### src/rtl/ecg_lbc_pkg.sv
// Shared constants, widths and register indexes for the ECG low-pass beat counter.
package ecg_lbc_pkg;

  localparam int SAMPLE_BITS    = 10;
  localparam int COEF_FRAC_BITS = 14;

  localparam int FILT_W  = 12;
  localparam int THR_W   = 11;
  localparam int SETTLE_W = 12;
  localparam int WIN_W   = 16;
  localparam int SCALE_W = 4;
  localparam int CNT_W   = 17;
  localparam int PEAKS_W = 16;
  localparam int RATE_W  = 16;
  localparam int CFG_DATA_W = 16;
  localparam int CFG_IDX_W  = 2;
  localparam int PROD_W  = PEAKS_W + SCALE_W + 1;

  // Accumulator: feedback terms dominate, sample terms stay well below them.
  localparam int ACC_W = COEF_FRAC_BITS + SAMPLE_BITS + 8;

  // Coefficients: value in thousandths times 2^COEF_FRAC_BITS, rounded.
  localparam longint COEF_X0 = (64'sd16   * (64'sd1 <<< COEF_FRAC_BITS) + 64'sd500) / 64'sd1000;
  localparam longint COEF_X1 = (64'sd32   * (64'sd1 <<< COEF_FRAC_BITS) + 64'sd500) / 64'sd1000;
  localparam longint COEF_X2 = (64'sd16   * (64'sd1 <<< COEF_FRAC_BITS) + 64'sd500) / 64'sd1000;
  localparam longint COEF_Y1 = (64'sd1630 * (64'sd1 <<< COEF_FRAC_BITS) + 64'sd500) / 64'sd1000;
  localparam longint COEF_Y2 = (64'sd691  * (64'sd1 <<< COEF_FRAC_BITS) + 64'sd500) / 64'sd1000;

  localparam logic signed [FILT_W-1:0] FILT_MAX = {1'b0, {(FILT_W-1){1'b1}}};
  localparam logic signed [FILT_W-1:0] FILT_MIN = {1'b1, {(FILT_W-1){1'b0}}};

  localparam logic [CFG_IDX_W-1:0] REG_PEAK_THRESHOLD = 2'd0;
  localparam logic [CFG_IDX_W-1:0] REG_SETTLE_SAMPLES = 2'd1;
  localparam logic [CFG_IDX_W-1:0] REG_WINDOW_SAMPLES = 2'd2;
  localparam logic [CFG_IDX_W-1:0] REG_RATE_SCALE     = 2'd3;

  localparam logic [THR_W-1:0]    RST_PEAK_THRESHOLD = 11'd535;
  localparam logic [SETTLE_W-1:0] RST_SETTLE_SAMPLES = 12'd200;
  localparam logic [WIN_W-1:0]    RST_WINDOW_SAMPLES = 16'd3476;
  localparam logic [SCALE_W-1:0]  RST_RATE_SCALE     = 4'd2;

  typedef logic signed [FILT_W-1:0] filt_t;

endpackage

### src/rtl/ecg_lbc_biquad.sv
// Second-order low-pass IIR section with its delay line and output saturation.
module ecg_lbc_biquad
  import ecg_lbc_pkg::*;
(
  input  logic                   clk,
  input  logic                   rst,
  input  logic                   advance,
  input  logic [SAMPLE_BITS-1:0] x,
  output filt_t                  y,
  output filt_t                  y1,
  output filt_t                  y2
);

  logic [SAMPLE_BITS-1:0] x1;
  logic [SAMPLE_BITS-1:0] x2;

  logic signed [ACC_W-1:0] x0_ext, x1_ext, x2_ext, y1_ext, y2_ext;
  logic signed [ACC_W-1:0] acc;
  logic signed [ACC_W-1:0] acc_adj;
  logic signed [ACC_W-1:0] q;

  assign x0_ext = $signed(ACC_W'(x));
  assign x1_ext = $signed(ACC_W'(x1));
  assign x2_ext = $signed(ACC_W'(x2));
  assign y1_ext = ACC_W'(y1);
  assign y2_ext = ACC_W'(y2);

  always_comb begin
    acc = ACC_W'(COEF_X0) * x0_ext + ACC_W'(COEF_X1) * x1_ext
        + ACC_W'(COEF_X2) * x2_ext + ACC_W'(COEF_Y1) * y1_ext
        - ACC_W'(COEF_Y2) * y2_ext;
    // Round toward zero: bias negative sums before the arithmetic shift.
    if (acc[ACC_W-1]) begin
      acc_adj = acc + $signed(ACC_W'((64'd1 << COEF_FRAC_BITS) - 64'd1));
    end else begin
      acc_adj = acc;
    end
    q = acc_adj >>> COEF_FRAC_BITS;
    if (q > ACC_W'(FILT_MAX)) begin
      y = FILT_MAX;
    end else if (q < ACC_W'(FILT_MIN)) begin
      y = FILT_MIN;
    end else begin
      y = q[FILT_W-1:0];
    end
  end

  always_ff @(posedge clk) begin
    if (rst) begin
      x1 <= '0;
      x2 <= '0;
      y1 <= '0;
      y2 <= '0;
    end else if (advance) begin
      x1 <= x;
      x2 <= x1;
      y1 <= y;
      y2 <= y1;
    end
  end

endmodule

### config.mk
export PLATFORM = sky130hd
export DESIGN_NAME = ecg_lbc_biquad
export DESIGN_NICKNAME = d
export VERILOG_FILES = /design/src/rtl/ecg_lbc_pkg.sv /design/src/rtl/ecg_lbc_biquad.sv
export SDC_FILE = /design/constraint.sdc
export NUM_CORES = 1
export LEC_CHECK = 0
export BUFFER_PORTS_ARGS = -buffer_cell sky130_fd_sc_hd__buf_2
export CORE_UTILIZATION = 55
export DETAILED_ROUTE_END_ITERATION = 10
export PLACE_DENSITY = 0.72
export SLEW_MARGIN = 0
export SYNTH_ARGS = -nofsm -noshare
export SYNTH_HDL_FRONTEND = slang
export SYNTH_SLANG_ARGS = --single-unit
### constraint.sdc
create_clock -name clk -period 24.6 [get_ports clk]
set_input_delay 4.92 -clock clk [delete_from_list [all_inputs] [get_ports clk]]
set_output_delay 4.92 -clock clk [all_outputs]
set_load 0.005 [all_outputs]
======== Word level (Yosys, flattened, before mapping) ========
Cells that the tools add are included.
W data, S select, Z words.
word-level totals
  bits in registers ....................... 44
  input bits .............................. 13
  output and inout port bits .............. 36
  word-level logic and storage cells ...... 19
cells by class
  add/sub/neg operators ................... 5
  multipliers ............................. 5
  $lt $le $gt $ge ......................... 2
  muxes and demuxes ....................... 3
operator list
  operator                  number
  $mul A15 B12 Y27 const A  2
  $mul A8 B10 Y18 const A   3
  $mux W32                  1
  $add A30 B15 Y31 const B  1
  $sub A29 B27 Y30          1
  $add A23 B28 Y29          1
  $mux W12                  2
  $add A21 B19 Y22          1
  $add A19 B20 Y21          1
  $gt A18 B12 Y1 const B    1
  $lt A18 B12 Y1 const B    1

======== Logic depth before layout (Yosys ltp) ========
Gate-level depths: netlist of the first run.
  word-level depth ........................ 10
  depth in mapped cells ................... 48

======== Worst setup path after synthesis of the first run ========
OpenSTA, ideal clock, no wires.
  path type ............................... in2out
  start ................................... input x[3]
  end ..................................... output y[10]
  arrival ................................. 14.660 ns
  setup slack ............................. 5.020 ns
  stages on the path ...................... 43
  buffers on the path ..................... 0
  cells stage by stage .................... ha_1 > ha_1 > ha_1 > a21o_1 > a21oi_1 > o21bai_1 > a21oi_1 > nor2b_1 > o21a_1 > o21ai_0 > nand2_1 > fa_1 > inv_1 > ha_1 > and3_1 > a21oi_1 > o21ai_0 > o41a_1 > [... 7 more ...] > fa_1 > inv_1 > fa_1 > inv_1 > fa_1 > inv_1 > ha_1 > nand2_1 > o21ai_0 > a2111oi_2 > nor2_1 > a2111oi_4 > o21a_1 > nand2_2 > nor4bb_2 > or3b_2 > xnor2_1 > o21ai_0
between the ends
  cells in the longest elaborated chain, start to end .. 10
  elaborated cells on any way between the ends .. 11
  those cells by class .................... 5 x add/sub; 1 x mul; 2 x order compare; 3 x mux
RTL lines
  element             line                  text
  start, declared     ecg_lbc_biquad.sv:8   input logic [SAMPLE_BITS-1:0] x,
  $mul A8 B10 Y18 *   ecg_lbc_biquad.sv:29  acc = ACC_W'(COEF_X0) * x0_ext + ACC_W'(COEF_X1) * x1_ext
  $add A19 B20 Y21 *  ecg_lbc_biquad.sv:29
  $add A21 B19 Y22 *  ecg_lbc_biquad.sv:30  + ACC_W'(COEF_X2) * x2_ext + ACC_W'(COEF_Y1) * y1_ext
  $add A23 B28 Y29 *  ecg_lbc_biquad.sv:30
  $sub A29 B27 Y30 *  ecg_lbc_biquad.sv:31  - ACC_W'(COEF_Y2) * y2_ext;
  $add A30 B15 Y31    ecg_lbc_biquad.sv:34  acc_adj = acc + $signed(ACC_W'((64'd1 << COEF_FRAC_BITS) - 64'd1));
  $mux W32 *          ecg_lbc_biquad.sv:33  if (acc[ACC_W-1]) begin
  $lt A18 B12 Y1      ecg_lbc_biquad.sv:41  end else if (q < ACC_W'(FILT_MIN)) begin
  $mux W12            ecg_lbc_biquad.sv:41
  $mux W12 *          ecg_lbc_biquad.sv:39  if (q > ACC_W'(FILT_MAX)) begin
  end, declared       ecg_lbc_biquad.sv:9   output filt_t y,
Every way passes the cells marked *; elsewhere a longest branch is shown, timed or not.

======== Worst setup path in the final report of the first run ========
Same ends and word-level chain as after synthesis.

==> results.yml, run 1 <==
status:
  status: "complete, no violations"
clock_tree:
  htreeDepth: 2
  post_cts_resized: 0
  path_clk_slew_ns: 0.07
  cts_tree: "yes"
  clkSinkCount: 44
  holdBufCountCts: 0
  clockBufferDepth: 2
  clock_latency_ns: 0.32
  post_cts_buffers: 0
  cts_buffers: 5
  root_buffer: "clkbuf_16"
sta:
  tightest_slew_ns: 1.09
  max_freq_mhz: 48.1
  period_share_pct: 84.6
  hold_viol: 0
  relSlewSlack_pct: 27.2
  fin_skew_ns: 0.0172
  period_minus_slack_ns: 20.80
  fin_hold_ws_ns: 0.592
  slew_violations: 0
  rsz0062_at_grt: "false"
  fin_setup_tns_ns: 0
  finalSetupViolations: 0
  worst_slack_ns: 3.80
yosys:
  synth_nets: 2012
  ys_ff_latch: 44
  synth_edf_count: 0
  yosys_warnings: 0
  synth_area_sq_um: 13600
  synthCells: 1529
  async_flop_share_pct: 0
  syn_avg_cell_area_sq_um: 8.87
  seq_area_frac_synth_pct: 6.50
  synth.distinct_cells: 82
  ys.flop_type: "dfxtp_1"
cells_and_area:
  area_growth_pct: 5.21
  layout.nets: 2043
  insertedDiodeCount: 0
  regArea_sq_um: 881
  fillers: 2141
  utilization_pct: 58.8
  drive_gt1_share_pct: 5.57
  multi_input_area_sq_um: 11300
floorplan:
  fp.dieH_um: 159
  core_sq_um: 24200
  initial_core_util_pct: 55.9
  ios: 49
  die_w_um: 159
  num_rows: 57
  die_area_sq_um: 25300
setup_path:
  cp.required_ns: 19.68
  crit-reg2reg-launch: "x1[2]"
  cp-start-kind: "input port"
  cp-startpoint: "x[3]"
  r2r-end: "y1[2]"
  cp_max_fo: 11
  cpMaxStageDelayCell: "fa_1"
  timing_worst_setup_path_type: "in -> out"
  end_kind: "primary output"
  crit_end: "y[10]"
  arrival_ns: 15.88
  timing.reg2reg.setup_slack_ns: 12.65
  reg2reg_depth: 44
  max_stage_delay_ns: 0.56
placement:
  hpwl_mm: 28.0
  pre_cts_slack_ns: 3.95
  gp_congestion: 0.899
  io_buffers: 48
global_route:
  grt_overflow: 0
  grt-busiest-layer: "met2"
  grtUsageMet2_pct: 47.7
  grt_pass1_wl_mm: 52.8
  antenna_found_initial: 0
  groute.usage.overall_pct: 26.3
  grt_start_max_net_pins: 46
  grt_use_met3_pct: 2.60
  use_met1_pct: 32.5
  grt_pass1_vias: 10500
run:
  maxCapViolCount: 0
route:
  viasPerCell: 5.47
  vias: 10300
  first_pass_iters: 5
  drc_errors: 0
  drtIter0Drc: 444
  wl_per_cell_um: 17.2
  finalWirelength_mm: 32.4
  ant_nets: 0
hold_path:
  whs_path_depth: 2
  hold_path.class: "reg -> reg"
-- synthesized netlist by cell type, drive strengths merged, types with 4 or more instances --
master    n  share of area, %
a211oi    5              0.28
a21boi    4              0.22
a21o     35               1.9
a21oi    69               2.6
a31oi     8              0.37
and3      6              0.29
and4      4              0.26
buf      10              0.42
clkbuf   16              0.44
dfxtp    44               6.5
fa      147                22
ha      323                30
inv     344               9.5
mux2i    34               2.5
nand2    46               1.3
nand2b   11              0.51
nand3    16              0.59
nand4     9              0.42
nor2     88               2.5
nor2b    16              0.74
nor3     16              0.66
nor4      7              0.32
o211ai    9              0.50
o21a      9              0.50
o21ai    50               1.8
o21bai   11              0.61
o221ai    4              0.30
o311ai   11              0.71
o31ai     7              0.42
or2       6              0.28
or3      13              0.60
or3b      4              0.26
xnor2    52               3.4
xor2     53               3.4
-- area by class of cell --
cell class              count  share of cell area (%)
inverters                 344                    9.05
multi-input cells        1115                    79.0
clock inverters             2                   0.246
clock buffers               6                   0.903
repair buffers             50                    1.79
flip-flops and latches     44                    6.17
well taps                 324                    2.84
-- routing by layer --
metal / share of wire (%) / wire length, um / vias up
met3: 3.3 / 1070 / 52
met2: 50 / 16100 / 180
met1: 44 / 14200 / 4948
met4: 3.2 / 1040 / 0
met5: 0 / 0 / -
li1: - / - / 5134
-- cell families (layout without fill, tap and decap cells) --
| family | count (synthesis) | count (layout) | share of synthesized area, % |
|---|---|---|---|
| buffers and inverters | 370 | 402 | 10.4 |
| AOI/OAI and AO/OA | 248 | 248 | 12.5 |
| and+or+nand+nor | 258 | 258 | 9.84 |
| adders and majority gates | 470 | 470 | 51.5 |
| DFF | 44 | 44 | 6.50 |
| xor gates and xnor gates | 105 | 105 | 6.78 |
| muxes | 34 | 34 | 2.51 |
-- critical path, delay by kind of cell --
kind / cells / cell delay, ns
adder cells (fa/ha/maj): 12 / 4.83
AO/OA/AOI/OAI: 15 / 2.90
XOR/XNOR: 1 / 0.18
buffers and inverters: 8 / 0.65
AND/OR/NAND/NOR: 10 / 2.36
-- registers in the layout (all words and copies together) (netlist names) --
signal / count
y1: 12
y2: 12
x2: 10
x1: 10
-- cells in the final DEF (no fill, tap or decap), types with 4 or more instances in the layout --
cell	netlist	layout
o311ai_1	10	10
o21bai_1	11	11
buf_2	7	48
xor2_1	53	53
or2_2	5	5
a21oi_1	67	67
and3_1	5	5
inv_1	344	344
nand4_1	9	9
dfxtp_1	44	44
o21ai_0	37	37
xnor2_1	52	52
a211oi_1	5	5
fa_1	147	147
or3_1	13	13
o211ai_1	9	9
nor4_1	7	7
nand3_1	16	16
o21a_1	9	9
a21o_1	35	35
a31oi_1	8	8
ha_1	323	323
o31ai_1	6	6
or3b_2	4	4
o21ai_1	13	13
nand2_1	45	45
nor2_1	86	86
and4_1	4	4
nand2b_1	11	11
nor3_1	14	14
mux2i_1	34	34
clkbuf_16	0	5
nor2b_1	16	16
-- worst min path at each step --
stage	startpoint	end	slack, ns
after floorplan	x2[2]	x2[2]	0.52
after global placement	x2[9]	x2[9]	0.58
after detailed placement	x2[8]	x2[8]	0.58
after CTS	x2[8]	x2[8]	0.60
after global routing	x2[7]	x2[7]	0.62
final	x2[8]	x2[8]	0.59
-- stage by stage --
stage / instances / area, sq um
2_1_floorplan: 1529 / 13600
3_3_place_gp: 1877 / 14100
3_5_place_dp: 1877 / 14100
4_1_cts: 1885 / 14300
5_1_grt: 1885 / 14300
6_report: 1885 / 14300
Power of run 1 is not shown: default switching activity piles up to over one toggle a cycle in this logic, so the estimate is an artifact.
==> run 2: changes to the inputs <==
PLACE_DENSITY = 0.75   (was 0.72)
clock period = 16.8 ns   (was 24.6 ns; I/O delays follow)
==> results.yml, run 2 (synthesized netlist as in run 1, its figures left out) <==
global_route:
  grt_start_max_net_pins: 46
  grt_overflow: 0
  grt_pass1_wl_mm: 54.1
  groute.usage.overall_pct: 26.7
  antenna_found_initial: 0
  grt_pass1_vias: 11100
route:
  first_pass_iters: 5
  ant_nets: 0
  drtIter0Drc: 555
  finalWirelength_mm: 34.6
  vias: 10900
  viasPerCell: 5.53
  drc_errors: 0
  wl_per_cell_um: 17.5
floorplan:
  ios: 49
  core_sq_um: 24200
  die_area_sq_um: 25300
  initial_core_util_pct: 55.9
  num_rows: 57
  die_w_um: 159
  fp.dieH_um: 159
sta:
  slew_violations: 0
  hold_viol: 0
  max_freq_mhz: 60.1
  finalSetupViolations: 0
  relSlewSlack_pct: 33.2
  tightest_slew_ns: 1.00
  fin_skew_ns: 0.0131
  period_minus_slack_ns: 16.63
  period_share_pct: 99.0
cells_and_area:
  final_cell_mix: "inv_1, ha_1, fa_1"
  layout.nets: 2132
  fin_cells: 1974
  area_growth_pct: 14.2
  insertedDiodeCount: 0
  drive_gt1_share_pct: 15.2
  final_common_cell: "inv_1"
  fillers: 2004
  reg_top3: "y1 (12), y2 (12)"
setup_path:
  end_kind: "primary output"
  cp-start-kind: "input port"
  timing.reg2reg.setup_slack_ns: 5.38
  critPathMostFrequentCell: "fa_1"
  cp.required_ns: 13.44
  arrival_ns: 13.27
  crit_buf_inv: 10
  max_stage_delay_ns: 0.56
  timing_worst_setup_path_type: "in -> out"
  crit_family: "adder cells"
  cpMaxStageDelayCell: "fa_1"
  cp_max_fo: 6
hold_path:
  hold_path.class: "reg -> reg"
clock_tree:
  root_buffer: "clkbuf_16"
  cts_tree: "yes"
  path_clk_slew_ns: 0.06
  clkSinkCount: 44
  htreeDepth: 2
  cts_buffers: 5
  holdBufCountCts: 0
  clockBufferDepth: 2
  clock_latency_ns: 0.31
placement:
  dpl.cell_count: 1956
  io_buffers: 48
  gp_congestion: 0.927
  hpwl_mm: 28.4
run:
  maxCapViolCount: 0
status:
  status: "complete, no violations"
run 2: changes by cell type in the layout (fill, tap and decap cells not counted), sizes merged:
cell	before	now
buf	50	137
clkbuf	6	7
nor2	88	89
run 2: worst reg2reg max path: cells and delay by family, from the launching register on:
| kind | cells | cell delay, ns |
|---|---|---|
| AO/OA/AOI/OAI | 13 | 3.27 |
| XOR/XNOR | 3 | 0.58 |
| adder cells (fa/ha/maj) | 13 | 4.83 |
| buffers and inverters | 11 | 0.94 |
| flip-flops | 1 | 0.54 |
| AND/OR/NAND/NOR | 5 | 1.07 |
run 2: per-layer routing:
layer  track usage, %  vias to the layer above  routed length (um)
li1                 -                     5293                   -
met1             32.1                     5239               14200
met2             47.8                      265               17300
met3             3.13                      111                1160
met4             12.1                        0                1930
met5                0                        -                   0
run 2: worst paths after layout:
path | start | end | depth (start not counted)
setup / recovery | x[3] | y[10] | 47
hold / removal | x2[9] | x2[9] | 2
setup reg to reg | x1[2] | y1[0] | 45
hold reg to reg | x2[9] | x2[9] | 2
run 2: cell type report:
class / instances / area (sq um) / share of cell area, %
Multi-Input combinational cell: 1116 / 11800 / 76.3
Inverter: 344 / 1290 / 8.34
Timing Repair Buffer: 138 / 926 / 5.98
Sequential cell: 44 / 881 / 5.69
Tap cell: 324 / 405 / 2.62
Clock buffer: 6 / 129 / 0.833
Clock inverter: 2 / 35.0 / 0.226
run 2: timing repair:
item	CTS	global route
pin swaps	9	55
resized for setup	11	91
setup endpoints to repair	12	12
buffers inserted	4	5
cloned	0	1
run 2: metrics by stage:
stage / util, % / setup TNS, ns / worst slack (ns) / hold WS (ns) / area, sq um
floorplan: - / 0 / 0.340 / 0.523 / 13600
global placement: 60.6 / -0.286 / -0.0703 / 0.569 / 14700
detailed placement: 60.6 / -2.41 / -0.248 / 0.583 / 14700
CTS: 61.6 / 0 / 0.0327 / 0.595 / 14900
global route: 63.8 / -2.74 / -0.244 / 0.639 / 15500
finish: 63.8 / 0 / 0.166 / 0.595 / 15500
Power of run 2 is left out for the same reason.
